<file path="src/design/lff_pkg.sv">
package lff_pkg;

  localparam int LEVEL_W = 8;
  localparam int STEP_W  = 6;
  localparam int SLOT_W  = 8;
  localparam int FUNC_W  = 2;
  localparam int MODE_W  = 2;
  localparam int RAND_W  = 15;

  localparam int PWM_PERIOD = 200;

  localparam int DATA_W = 32;
  localparam int ADDR_W = 5;
  localparam int REG_IDX_W = 3;

  // event codes
  localparam logic [FUNC_W-1:0] FUNC_PWM_TICK    = 2'd0;
  localparam logic [FUNC_W-1:0] FUNC_EFFECT_TICK = 2'd1;
  localparam logic [FUNC_W-1:0] FUNC_BUTTON      = 2'd2;

  // effect modes
  localparam logic [MODE_W-1:0] EFFECT_FLICKER = 2'd0;
  localparam logic [MODE_W-1:0] EFFECT_FADE    = 2'd1;
  localparam logic [MODE_W-1:0] EFFECT_STEADY  = 2'd2;

  // register indexes
  localparam logic [REG_IDX_W-1:0] REG_FLICKER_MIN  = 3'd0;
  localparam logic [REG_IDX_W-1:0] REG_FLICKER_MAX  = 3'd1;
  localparam logic [REG_IDX_W-1:0] REG_FLICKER_STEP = 3'd2;
  localparam logic [REG_IDX_W-1:0] REG_FADE_TOP     = 3'd3;
  localparam logic [REG_IDX_W-1:0] REG_FADE_STEP    = 3'd4;
  localparam logic [REG_IDX_W-1:0] REG_STEADY_LEVEL = 3'd5;

  localparam logic [LEVEL_W-1:0] RST_FLICKER_MIN  = 8'd10;
  localparam logic [LEVEL_W-1:0] RST_FLICKER_MAX  = 8'd100;
  localparam logic [STEP_W-1:0]  RST_FLICKER_STEP = 6'd4;
  localparam logic [LEVEL_W-1:0] RST_FADE_TOP     = 8'd100;
  localparam logic [STEP_W-1:0]  RST_FADE_STEP    = 6'd1;
  localparam logic [LEVEL_W-1:0] RST_STEADY_LEVEL = 8'd200;

  typedef struct packed {
    logic [LEVEL_W-1:0] flicker_min;
    logic [LEVEL_W-1:0] flicker_max;
    logic [STEP_W-1:0]  flicker_step;
    logic [LEVEL_W-1:0] fade_top;
    logic [STEP_W-1:0]  fade_step;
    logic [LEVEL_W-1:0] steady_level;
  } cfg_t;

  // one event as held in the input register
  typedef struct packed {
    logic [FUNC_W-1:0] func;
    logic              flip;   // rand_value mod 10 == 0
  } item_t;

endpackage

</file>
<file path="src/design/lff_cfg_regs.sv">
module lff_cfg_regs (
  input  logic                       clk,
  input  logic                       rst_n,
  input  logic                       psel,
  input  logic                       penable,
  input  logic                       pwrite,
  input  logic [lff_pkg::ADDR_W-1:0] paddr,
  input  logic [lff_pkg::DATA_W-1:0] pwdata,
  output logic [lff_pkg::DATA_W-1:0] prdata,
  output logic                       pready,
  output lff_pkg::cfg_t              cfg
);
  import lff_pkg::*;

  cfg_t                 cfg_r;
  logic [REG_IDX_W-1:0] idx;
  logic                 wr_en;

  assign idx    = paddr[ADDR_W-1:2];
  assign wr_en  = psel && penable && pwrite;
  assign pready = 1'b1;
  assign cfg    = cfg_r;

  always_ff @(posedge clk) begin
    if (!rst_n) begin
      cfg_r.flicker_min  <= RST_FLICKER_MIN;
      cfg_r.flicker_max  <= RST_FLICKER_MAX;
      cfg_r.flicker_step <= RST_FLICKER_STEP;
      cfg_r.fade_top     <= RST_FADE_TOP;
      cfg_r.fade_step    <= RST_FADE_STEP;
      cfg_r.steady_level <= RST_STEADY_LEVEL;
    end else if (wr_en) begin
      unique case (idx)
        REG_FLICKER_MIN:  cfg_r.flicker_min  <= pwdata[LEVEL_W-1:0];
        REG_FLICKER_MAX:  cfg_r.flicker_max  <= pwdata[LEVEL_W-1:0];
        REG_FLICKER_STEP: cfg_r.flicker_step <= pwdata[STEP_W-1:0];
        REG_FADE_TOP:     cfg_r.fade_top     <= pwdata[LEVEL_W-1:0];
        REG_FADE_STEP:    cfg_r.fade_step    <= pwdata[STEP_W-1:0];
        REG_STEADY_LEVEL: cfg_r.steady_level <= pwdata[LEVEL_W-1:0];
        default: ;
      endcase
    end
  end

  always_comb begin
    unique case (idx)
      REG_FLICKER_MIN:  prdata = DATA_W'(cfg_r.flicker_min);
      REG_FLICKER_MAX:  prdata = DATA_W'(cfg_r.flicker_max);
      REG_FLICKER_STEP: prdata = DATA_W'(cfg_r.flicker_step);
      REG_FADE_TOP:     prdata = DATA_W'(cfg_r.fade_top);
      REG_FADE_STEP:    prdata = DATA_W'(cfg_r.fade_step);
      REG_STEADY_LEVEL: prdata = DATA_W'(cfg_r.steady_level);
      default:          prdata = '0;
    endcase
  end

endmodule

</file>
<file path="src/design/lff_in_stage.sv">
module lff_in_stage (
  input  logic                       clk,
  input  logic                       rst_n,
  input  logic                       in_valid,
  output logic                       in_ready,
  input  logic [lff_pkg::FUNC_W-1:0] in_func,
  input  logic [lff_pkg::RAND_W-1:0] in_rand_value,
  output logic                       item_valid,
  input  logic                       item_take,
  output lff_pkg::item_t             item
);
  import lff_pkg::*;

  logic       valid_r;
  item_t      item_r;
  logic [5:0] digit_sum;
  logic [4:0] fold;
  logic       by_five;
  logic       flip;

  // 16 = 1 mod 5: summing hex digits keeps the residue
  assign digit_sum = 6'({1'b0, in_rand_value[14:12]}) + 6'(in_rand_value[11:8])
                   + 6'(in_rand_value[7:4]) + 6'(in_rand_value[3:0]);
  assign fold      = 5'(digit_sum[5:4]) + 5'(digit_sum[3:0]);
  assign by_five   = (fold == 5'd0) || (fold == 5'd5) || (fold == 5'd10) ||
                     (fold == 5'd15);
  assign flip      = by_five && !in_rand_value[0];

  assign in_ready   = !valid_r || item_take;
  assign item_valid = valid_r;
  assign item       = item_r;

  always_ff @(posedge clk) begin
    if (!rst_n) begin
      valid_r <= 1'b0;
    end else if (in_ready) begin
      valid_r <= in_valid;
    end
  end

  always_ff @(posedge clk) begin
    if (in_valid && in_ready) begin
      item_r.func <= in_func;
      item_r.flip <= flip;
    end
  end

endmodule

</file>
<file path="src/design/lff_engine.sv">
module lff_engine (
  input  logic                        clk,
  input  logic                        rst_n,
  input  lff_pkg::cfg_t               cfg,
  input  logic                        item_valid,
  output logic                        item_take,
  input  lff_pkg::item_t              item,
  output logic                        out_valid,
  input  logic                        out_ready,
  output logic                        out_led_on,
  output logic [lff_pkg::LEVEL_W-1:0] out_level_now,
  output logic [lff_pkg::MODE_W-1:0]  out_mode_now,
  output logic                        out_rising_now
);
  import lff_pkg::*;

  function automatic logic [LEVEL_W-1:0] move_level(input logic [LEVEL_W-1:0] lv,
                                                    input logic [STEP_W-1:0]  step,
                                                    input logic               up);
    logic [LEVEL_W:0] sum;
    logic [LEVEL_W-1:0] res;
    sum = {1'b0, lv} + (LEVEL_W+1)'(step);
    if (up) begin
      res = sum[LEVEL_W] ? '1 : sum[LEVEL_W-1:0];
    end else begin
      res = (LEVEL_W'(step) > lv) ? '0 : lv - LEVEL_W'(step);
    end
    return res;
  endfunction

  logic [LEVEL_W-1:0] level_r, level_nxt;
  logic               rising_r, rising_nxt;
  logic [MODE_W-1:0]  mode_r, mode_nxt;
  logic [SLOT_W-1:0]  slot_r, slot_nxt;

  logic               out_valid_r;
  logic               led_r;
  logic [LEVEL_W-1:0] out_level_r;
  logic [MODE_W-1:0]  out_mode_r;
  logic               out_rising_r;

  logic [SLOT_W:0]    slot_inc;
  logic [LEVEL_W-1:0] flick_mv;
  logic [LEVEL_W-1:0] flick_lo;
  logic               fade_dir;

  assign item_take = item_valid && (!out_valid_r || out_ready);

  assign slot_inc = {1'b0, slot_r} + (SLOT_W+1)'(1);
  assign flick_mv = move_level(level_r, cfg.flicker_step, rising_r);
  assign flick_lo = (flick_mv < cfg.flicker_min) ? cfg.flicker_min : flick_mv;
  assign fade_dir = rising_r ^ ((level_r == '0) || (level_r > cfg.fade_top));

  always_comb begin
    level_nxt  = level_r;
    rising_nxt = rising_r;
    mode_nxt   = mode_r;
    slot_nxt   = slot_r;
    case (item.func)
      FUNC_PWM_TICK: begin
        slot_nxt = (slot_inc >= (SLOT_W+1)'(PWM_PERIOD)) ? '0 : slot_inc[SLOT_W-1:0];
      end
      FUNC_EFFECT_TICK: begin
        case (mode_r)
          EFFECT_FLICKER: begin
            // upper clamp last: an inverted band lands on flicker_max
            level_nxt  = (flick_lo >= cfg.flicker_max) ? cfg.flicker_max : flick_lo;
            rising_nxt = rising_r ^ item.flip;
          end
          EFFECT_FADE: begin
            rising_nxt = fade_dir;
            level_nxt  = move_level(level_r, cfg.fade_step, fade_dir);
          end
          default: level_nxt = cfg.steady_level;
        endcase
      end
      FUNC_BUTTON: begin
        level_nxt  = '0;
        rising_nxt = 1'b0;
        case (mode_r)
          EFFECT_FLICKER: mode_nxt = EFFECT_FADE;
          EFFECT_FADE:    mode_nxt = EFFECT_STEADY;
          EFFECT_STEADY:  mode_nxt = EFFECT_FLICKER;
          default:        mode_nxt = EFFECT_FADE;
        endcase
      end
      default: ;
    endcase
  end

  always_ff @(posedge clk) begin
    if (!rst_n) begin
      level_r     <= '0;
      rising_r    <= 1'b0;
      mode_r      <= EFFECT_STEADY;
      slot_r      <= '0;
      out_valid_r <= 1'b0;
    end else begin
      if (item_take) begin
        level_r  <= level_nxt;
        rising_r <= rising_nxt;
        mode_r   <= mode_nxt;
        slot_r   <= slot_nxt;
      end
      if (item_take) begin
        out_valid_r <= 1'b1;
      end else if (out_ready) begin
        out_valid_r <= 1'b0;
      end
    end
  end

  // result register; led uses the slot before its advance
  always_ff @(posedge clk) begin
    if (item_take) begin
      led_r        <= (slot_r < level_nxt);
      out_level_r  <= level_nxt;
      out_mode_r   <= mode_nxt;
      out_rising_r <= rising_nxt;
    end
  end

  assign out_valid      = out_valid_r;
  assign out_led_on     = led_r;
  assign out_level_now  = out_level_r;
  assign out_mode_now   = out_mode_r;
  assign out_rising_now = out_rising_r;

`ifndef SYNTH
  a_slot_in_period: assert property (@(posedge clk) disable iff (!rst_n)
    slot_r < SLOT_W'(PWM_PERIOD))
    else $error("pwm slot outside period");

  a_button_clears: assert property (@(posedge clk) disable iff (!rst_n)
    (item_take && item.func == FUNC_BUTTON) |=>
      (out_valid_r && level_r == '0 && !rising_r))
    else $error("button beat did not clear level and direction");

  a_led_needs_level: assert property (@(posedge clk) disable iff (!rst_n)
    (out_valid_r && led_r) |-> (out_level_r != '0))
    else $error("led on with zero level");

  a_slot_only_on_tick: assert property (@(posedge clk) disable iff (!rst_n)
    (item_take && item.func != FUNC_PWM_TICK) |=> $stable(slot_r))
    else $error("slot moved on non-pwm beat");

  a_result_matches_state: assert property (@(posedge clk) disable iff (!rst_n)
    item_take |=> (out_level_r == level_r && out_mode_r == mode_r &&
                   out_rising_r == rising_r))
    else $error("result register out of step with state");
`endif

endmodule

</file>
<file path="src/design/led_flicker_fade_pwm_core.sv">
// LED effect controller: flicker, fade and steady brightness, plus PWM drive.
// Input channel (in_valid/in_ready) carries one event per beat: in_func picks
// a PWM slot tick, an effect tick or a button press; in_rand_value feeds the
// flicker direction flip (flips when the value is a multiple of ten).
// Result channel (out_valid/out_ready) returns one beat per event: LED drive,
// level, mode and direction as they stand after that event.
// Two register stages: an input register (which also works out the mod-ten
// test), then one pass of update logic into the state and result registers.
// out_valid rises once an event has passed the input register and the update logic
// into the result register. Throughput is one event per cycle while the receiver
// keeps out_ready high; the state feedback loop (level, direction, mode, slot)
// sets that. A stalled receiver holds the result register; the input register
// still takes one more beat, after which in_ready drops until out_ready
// returns.
// Reset (rst_n, synchronous): level 0, direction falling, mode steady, slot 0,
// registers back to their defaults, both channels empty.
// Settings via APB-style port at byte address 4*index; pready is tied high
// and writes land on the access cycle. Write only while the block is idle.
module led_flicker_fade_pwm_core (
  input  logic                        clk,
  input  logic                        rst_n,
  // configuration
  input  logic                        psel,
  input  logic                        penable,
  input  logic                        pwrite,
  input  logic [lff_pkg::ADDR_W-1:0]  paddr,
  input  logic [lff_pkg::DATA_W-1:0]  pwdata,
  output logic [lff_pkg::DATA_W-1:0]  prdata,
  output logic                        pready,
  // events
  input  logic                        in_valid,
  output logic                        in_ready,
  input  logic [lff_pkg::FUNC_W-1:0]  in_func,
  input  logic [lff_pkg::RAND_W-1:0]  in_rand_value,
  // results
  output logic                        out_valid,
  input  logic                        out_ready,
  output logic                        out_led_on,
  output logic [lff_pkg::LEVEL_W-1:0] out_level_now,
  output logic [lff_pkg::MODE_W-1:0]  out_mode_now,
  output logic                        out_rising_now
);
  import lff_pkg::*;

  cfg_t  cfg;
  item_t item;
  logic  item_valid;
  logic  item_take;

  lff_cfg_regs u_cfg (
    .clk     (clk),
    .rst_n   (rst_n),
    .psel    (psel),
    .penable (penable),
    .pwrite  (pwrite),
    .paddr   (paddr),
    .pwdata  (pwdata),
    .prdata  (prdata),
    .pready  (pready),
    .cfg     (cfg)
  );

  // input register; mod-ten test done here to keep the update path short
  lff_in_stage u_in (
    .clk           (clk),
    .rst_n         (rst_n),
    .in_valid      (in_valid),
    .in_ready      (in_ready),
    .in_func       (in_func),
    .in_rand_value (in_rand_value),
    .item_valid    (item_valid),
    .item_take     (item_take),
    .item          (item)
  );

  // state update and result register
  lff_engine u_eng (
    .clk            (clk),
    .rst_n          (rst_n),
    .cfg            (cfg),
    .item_valid     (item_valid),
    .item_take      (item_take),
    .item           (item),
    .out_valid      (out_valid),
    .out_ready      (out_ready),
    .out_led_on     (out_led_on),
    .out_level_now  (out_level_now),
    .out_mode_now   (out_mode_now),
    .out_rising_now (out_rising_now)
  );

endmodule
</file>
<file path="config.mk">
export PLATFORM = sky130hd
export DESIGN_NAME = led_flicker_fade_pwm_core
export DESIGN_NICKNAME = d
export VERILOG_FILES = /design/src/design/lff_pkg.sv /design/src/design/lff_cfg_regs.sv /design/src/design/lff_in_stage.sv /design/src/design/lff_engine.sv /design/src/design/led_flicker_fade_pwm_core.sv
export SDC_FILE = /design/constraint.sdc
export NUM_CORES = 1
export LEC_CHECK = 0
export BUFFER_PORTS_ARGS = -buffer_cell sky130_fd_sc_hd__buf_2
export CORE_UTILIZATION = 30
export CTS_CLUSTER_SIZE = 40
export DETAILED_ROUTE_END_ITERATION = 16
export GPL_TIMING_DRIVEN = 0
export SYNTH_ARGS = -nofsm -noshare
export SYNTH_HDL_FRONTEND = slang
export SYNTH_SLANG_ARGS = --single-unit
</file>
<file path="constraint.sdc">
create_clock -name clk -period 6.58 [get_ports clk]
set_clock_uncertainty 0.2 [all_clocks]
set_input_delay 0.329 -clock clk [delete_from_list [all_inputs] [get_ports clk]]
set_output_delay 0.329 -clock clk [all_outputs]
set_load 0.01 [all_outputs]
</file>
=== Word level (Yosys, flattened, before mapping) ===
Index checks and enable logic that the tools add are counted.
W data, S select, Z words.

* Add/sub/neg operators: 9
* $lt $le $gt $ge: 7
* Equality and inequality tests: 12
* Mux-type cells: 18
* Bitwise logic cells: 2
* Reduce and logical (&&, ||, !) cells: 27

{| class="wikitable"
|+ Operator list
! kind !! number
|-
| $mux W8 || 9
|-
| $pmux W8 S6 || 1
|-
| $pmux W8 S2 || 2
|-
| $add A8 B6 Y9 || 2
|-
| $gt A6 B8 Y1 || 2
|-
| $lt A8 B8 Y1 || 2
|-
| $sub A8 B6 Y8 || 2
|-
| $reduce_and A2 Y1 || 7
|-
| $add A6 B4 Y6 || 2
|-
| $eq A5 B4 Y1 const B || 2
|-
| $add A8 B1 Y9 const B || 1
|-
| $ge A9 B8 Y1 const B || 1
|-
| $ge A8 B8 Y1 || 1
|-
| $gt A8 B8 Y1 || 1
|-
| $logic_not A8 Y1 || 1
|-
| $eq A3 B2 Y1 const B || 2
|-
| $eq A3 B3 Y1 const B || 2
|-
| $logic_or A1 B1 Y1 || 6
|-
| $add A2 B4 Y5 || 1
|-
| $add A3 B4 Y5 || 1
|-
| $eq A5 B3 Y1 const B || 1
|-
| $logic_and A1 B1 Y1 || 5
|-
| $logic_not A5 Y1 || 1
|-
| $eq A2 B1 Y1 const B || 2
|-
| 11 further kinds || 18
|}

* Register bits: 80
* Input port bits: 61
* Output and inout port bits: 47
* Logic and storage cells: 93

=== Logic depth before layout (Yosys ltp) ===
* Depth in word-level cells: 10
* Depth in mapped cells: 33
* Mapped depth without buffers: 30

=== Hierarchy ===
Synthesis repeated with hierarchy kept, for this count alone.

* Cells, all modules: 860
* Area, all modules: 7208.2 um^2

{| class="wikitable"
|+ Modules (own cells, without submodules)
! module !! instances !! cells each !! area an instance (um^2) !! seq. area each (um^2)
|-
| lff_engine || 1 || 562 || 4372.9 || 760.7
|-
| lff_cfg_regs || 1 || 244 || 2272.2 || 880.8
|-
| lff_in_stage || 1 || 54 || 563.0 || 110.1
|}

=== Worst setup path after synthesis ===
Ideal clock, no wire load.

* Path type: reg2reg
* Start: register u_eng.level_r[1]
* End: register u_eng.led_r (netlist: u_eng.out_led_on) (data pin)
* Library setup time: 0.256 ns
* Arrival time: 6.408 ns
* Data required time: 6.124 ns
* Setup slack: -0.283 ns
* Stages on the path, launching flop included: 29
* Buffers on the path: 2
* Clock period less this slack: 6.863 ns
* Cells stage by stage: dfxtp_1 -> inv_1 -> fa_1 -> nand2b_1 -> a21oi_1 -> nor2_1 -> o41ai_1 -> ha_1 -> a211o_1 -> or2_1 -> a21oi_1 -> a31oi_2 -> buf_4 -> nor2_1 -> a31oi_2 -> ha_1 -> a2111oi_0 -> nor2b_1 -> o21ai_1 -> and2_1 -> buf_2 -> nor2_1 -> nand3_1 -> a41o_1 -> a31o_1 -> ha_1 -> nand4_1 -> o31a_1 -> a31o_2

* Word-level cells in the longest chain between the ends: 10
* Elaborated cells between the ends (all ways): 23
* Those cells by class: add/sub (4); order compare (6); mux (10); bitwise (1); reduce/logical (2)

{| class="wikitable"
|+ Ends and longest elaborated chain
! item !! RTL line !! source
|-
| from (decl) || lff_engine.sv:31 || <nowiki>logic [LEVEL_W-1:0] level_r, level_nxt;</nowiki>
|-
| from (signal assigned) || lff_engine.sv:100 || <nowiki>level_r <= level_nxt;</nowiki>
|-
| $add A8 B6 Y9 (tied with other cells) || lff_engine.sv:22 || <nowiki>sum = {1'b0, lv} + (LEVEL_W+1)'(step);</nowiki>
|-
| $mux W8 (on tied branches) || lff_engine.sv:24, lff_engine.sv:26 ||
|-
| $mux W8 || lff_engine.sv:23 || <nowiki>if (up) begin</nowiki>
|-
| $lt A8 B8 Y1 || lff_engine.sv:51 || <nowiki>assign flick_lo = (flick_mv < cfg.flicker_min) ? cfg.flicker_min : flick_mv;</nowiki>
|-
| $mux W8 || lff_engine.sv:51 ||
|-
| $ge A8 B8 Y1 || lff_engine.sv:67 || <nowiki>level_nxt = (flick_lo >= cfg.flicker_max) ? cfg.flicker_max : flick_lo;</nowiki>
|-
| $mux W8 || lff_engine.sv:67 ||
|-
| $pmux W8 S2 || lff_engine.sv:64 || <nowiki>case (mode_r)</nowiki>
|-
| $pmux W8 S2 * || lff_engine.sv:59 || <nowiki>case (item.func)</nowiki>
|-
| $lt A8 B8 Y1 * || lff_engine.sv:116 || <nowiki>led_r <= (slot_r < level_nxt);</nowiki>
|-
| to (signal assigned) || lff_engine.sv:116 ||
|-
| to (decl) || lff_engine.sv:37 || <nowiki>logic led_r;</nowiki>
|}

Every way passes the cells marked *; elsewhere a longest branch is shown, timed or not.
A chain may end at the register's enable or synchronous reset.

=== Worst setup path after layout ===
* Start: register u_cfg.cfg_r, in the netlist u_cfg.cfg[22]
* End: register u_eng.led_r (netlist: u_eng.out_led_on) (data pin)

* Word-level cells in the longest chain between the ends: 10
* Elaborated cells between the ends (all ways): 13
* Those cells by class: add/sub (2); order compare (4); mux (7)

{| class="wikitable"
|+ Ends and longest elaborated chain
! item !! RTL line !! source
|-
| from (decl) || lff_cfg_regs.sv:15 || <nowiki>cfg_t cfg_r;</nowiki>
|-
| $sub A8 B6 Y8 (tied with other cells) || lff_engine.sv:26 || <nowiki>res = (LEVEL_W'(step) > lv) ? '0 : lv - LEVEL_W'(step);</nowiki>
|-
| $mux W8 (on tied branches) || lff_engine.sv:26, lff_engine.sv:24 ||
|-
| $mux W8 * || lff_engine.sv:23 ||
|-
| $lt A8 B8 Y1 || lff_engine.sv:51 ||
|-
| $mux W8 * || lff_engine.sv:51 ||
|-
| $ge A8 B8 Y1 || lff_engine.sv:67 ||
|-
| $mux W8 * || lff_engine.sv:67 ||
|-
| $pmux W8 S2 * || lff_engine.sv:64 ||
|-
| $pmux W8 S2 * || lff_engine.sv:59 ||
|-
| $lt A8 B8 Y1 * || lff_engine.sv:116 ||
|}

Marked as above.

==> impl_metrics.py <==
metrics = {
    "outcome": {
        "status": "finished with violations",
        "failed_checks": "setup timing",
    },
    "detailed_routing": {
        "finalWirelength_um": 22540,
        "drtPass1Iterations": 8,
        "drt_iter0_markers": 613,
        "ant_nets": 0,
        "vias": 6891,
        "via_per_inst": 5.228,
        "drc": 0,
        "routedWlPerCell_um": 17.10,
    },
    "synth": {
        "synth_edf_count": 15,
        "ys_seq_elements": 80,
        "yosys_warnings": 0,
        "synth_top_area_cell": "dfxtp_1",
        "yosysSeqAreaShare_pct": 24.68,
        "syn_avg_cell_area_um2": 8.185,
        "syn-cell-area_um2": 7097,
        "yosysMostFrequentCell": "inv_1",
        "synth_top_area_share_pct": 18.34,
        "ys_async_sr_fraction_pct": 0,
        "synth.top_cells.by_count": "inv_1, ha_1, nand2_1",
        "netlist_instances": 867,
        "synth_area_leaders": "dfxtp_1, ha_1, mux2i_1",
        "synth_ff_type": "dfxtp_1",
        "synthDistinctLibCells": 79,
    },
    "cts": {
        "insertion_delay_ns": 0.35,
        "clkSinkCount": 80,
        "clk_root_buffer_cell": "clkbuf_16",
        "cts_tree": "yes",
        "htreeDepth": 3,
        "clockBufferDepth": 2,
        "clk_pin_slew_ns": 0.07,
        "numCtsBuffers": 9,
    },
    "finish": {
        "num_antenna_cells": 0,
        "fin_area_um2": 8974,
        "nNetsFinal": 1143,
        "drive_gt1_share_pct": 22.39,
        "area_delta_synth_final_pct": 26.45,
    },
    "sta": {
        "final_max_slew_viol_count": 0,
        "worst_slack_ns": -0.03540,
        "max_freq_mhz": 151.2,
        "rsz0062_at_grt": "yes",
        "finalCritPeriodShare_pct": 100.5,
        "slew_headroom_pct": 2.835,
        "tightest_slew_ns": 1.446,
        "finalHoldViolations": 0,
        "finalSetupTns_ns": -0.03540,
        "fin_hold_ws_ns": 0.02423,
        "finalSetupViolCount": 1,
        "period_needed_ns": 6.615,
    },
    "setup_path": {
        "critPathCapture": "u_eng.out_led_on",
        "r2r_slack_ns": -0.04,
        "path_class": "reg -> reg",
        "startpoint": "u_cfg.cfg[22]",
        "endpoint_kind": "flop",
        "rr_startpoint": "u_cfg.cfg[22]",
        "cp_max_fo": 5,
        "cp.arrival_ns": 6.52,
        "reg2reg_depth": 28,
        "startpoint_type": "flop",
        "critPathMaxStageDelay_ns": 0.39,
        "reg2reg_to": "u_eng.out_led_on",
        "worstPathRequired_ns": 6.49,
        "cpMaxStageDelayCell": "a2111oi_4",
    },
    "placement": {
        "gp_congestion": 0.9170,
        "hpwl_um": 17040,
        "io_buffers": 56,
        "dpl_worst_slack_ns": -1.378,
        "postPlaceCellArea_um2": 7869,
    },
    "floorplan": {
        "die_w_um": 155.8,
        "dieArea_um2": 24280,
        "die_h_um": 155.8,
        "core_area_um2": 22920,
        "initial_core_util_pct": 30.97,
        "ioPinCount": 108,
        "rows": 55,
    },
    "worst_hold_path": {
        "hold_class": "in -> reg",
        "hp-start": "in_valid",
        "hold_path_depth": 3,
    },
    "power": {
        "ir_drop_mv": 0.1319,
        "power.leakage_uw": 0.003756,
        "pwr_density_cell_nw_per_um2": 167.0,
        "total_power_uw": 1499,
    },
    "global_routing": {
        "antenna_found_initial": 0,
        "grt_max_degree": 22,
        "grt.total_usage_pct": 18.57,
        "grt-ovfl-total": 0,
        "grt_pass1_wl_um": 34450,
        "grt_pass1_vias": 6296,
    },
    "run": {
        "cap_violations": 0,
    },
}
-- registers in the layout, indices dropped and copies added (netlist names) --
name and count:
u_eng.mode_r 2, u_eng.out_level_now 8, u_eng.out_mode_now 2, u_eng.out_valid 1
u_eng.level_r 8, u_cfg.cfg 44, u_in.item_valid 1, u_eng.rising_r 1
u_eng.slot_r 8, u_in.item 3, u_eng.out_led_on 1, u_eng.out_rising_now 1
-- area by class of cell --
class / count / area [um^2]
buffer: 59 / 336.6
clock buffer: 12 / 267.8
clock inverter: 4 / 48.80
fill: 2316 / 13940
inverter: 76 / 295.3
multi-input combinational: 674 / 5211
sequential: 80 / 1787
tap: 313 / 391.6
timing repair buffer: 100 / 635.6
-- per-stage QoR --
step,utilization [%],cells
after floorplan,-,890
after detailed placement,34.34,1259
final,39.16,1318
after global placement,34.34,1259
after CTS,37.64,1301
after global routing,39.16,1318
-- report_power, final --
part / switching (uW) / internal (uW)
logic: 239 / 203
clock network: 209 / 328
registers: 9.83 / 511
total: 458 / 1040
-- layer usage --
| layer | up-vias | GRT usage [%] | share of wire (%) |
|---|---|---|---|
| met2 | 268 | 29.57 | 45 |
| met3 | 38 | 2.583 | 6.5 |
| met5 | - | 0 | 0 |
| met1 | 3246 | 24.69 | 45 |
| li1 | 3339 | - | - |
| met4 | 0 | 8.777 | 3.0 |
-- critical path: cells and delay by family (launching register included) --
family	cells	cell delay [ns]
compound gates	13	3.05
fa+ha+maj	5	1.33
flops	1	0.38
simple gates	10	1.39
-- how the worst min path moves through the flow --
stage	to
floorplan	u_in.item[1]
global placement	u_cfg.cfg[18]
detailed placement	u_cfg.cfg[18]
CTS	u_in.item_valid
global route	u_in.item_valid
finish	u_in.item_valid
-- cell usage in the layout (no fill, tap or decap), types with 5 or more instances in the layout --
cell       instances
nor2b_1           40
a211oi_1           8
ha_1              61
clkbuf_16         10
clkbuf_1          28
a31oi_1           10
mux2i_1           48
nand4_1            8
buf_4             65
xnor2_1            9
inv_1             71
o21ai_1            8
o21ai_0           39
a211o_1            5
o21a_1             8
a21boi_1           5
ha_4               6
nor3_1            12
and2_1             7
edfxtp_1          15
a22o_1             5
o211ai_1          11
buf_2             57
nand2b_1           9
xor2_1             5
dfxtp_4            8
a21oi_1           45
nand2_1           64
dfxtp_1           53
and3_1            14
a21boi_0           8
fa_1               9
conb_1            25
a21o_1            13
nand3_1           23
nor2_1            48
-- repair_timing --
| action | in CTS | in global routing |
|---|---|---|
| resized for setup | 58 | 40 |
| endpoints found under the hold margin | 2 | 0 |
| pin swaps | 27 | 36 |
| endpoints found under the setup margin | 17 | 1 |
| hold buffers | 2 | 0 |
| buffers inserted | 24 | 18 |
| gates cloned | 1 | 0 |
-- cells by family (layout without fill, tap and decap cells) --
group                    after synthesis  in the layout  share of synthesized area, %
buffers and inverters                137            251                         8.780
multiplexers                          51             51                         7.246
AND/OR/NAND/NOR                      265            266                         19.09
adder cells (fa/ha/maj)               82             82                         15.62
other                                  2             25                        0.1058
flip-flops                            80             80                         24.68
XOR/XNOR                              14             14                         1.728
AO/OA/AOI/OAI                        236            236                         22.74
Power figures use the tool's default switching activity.
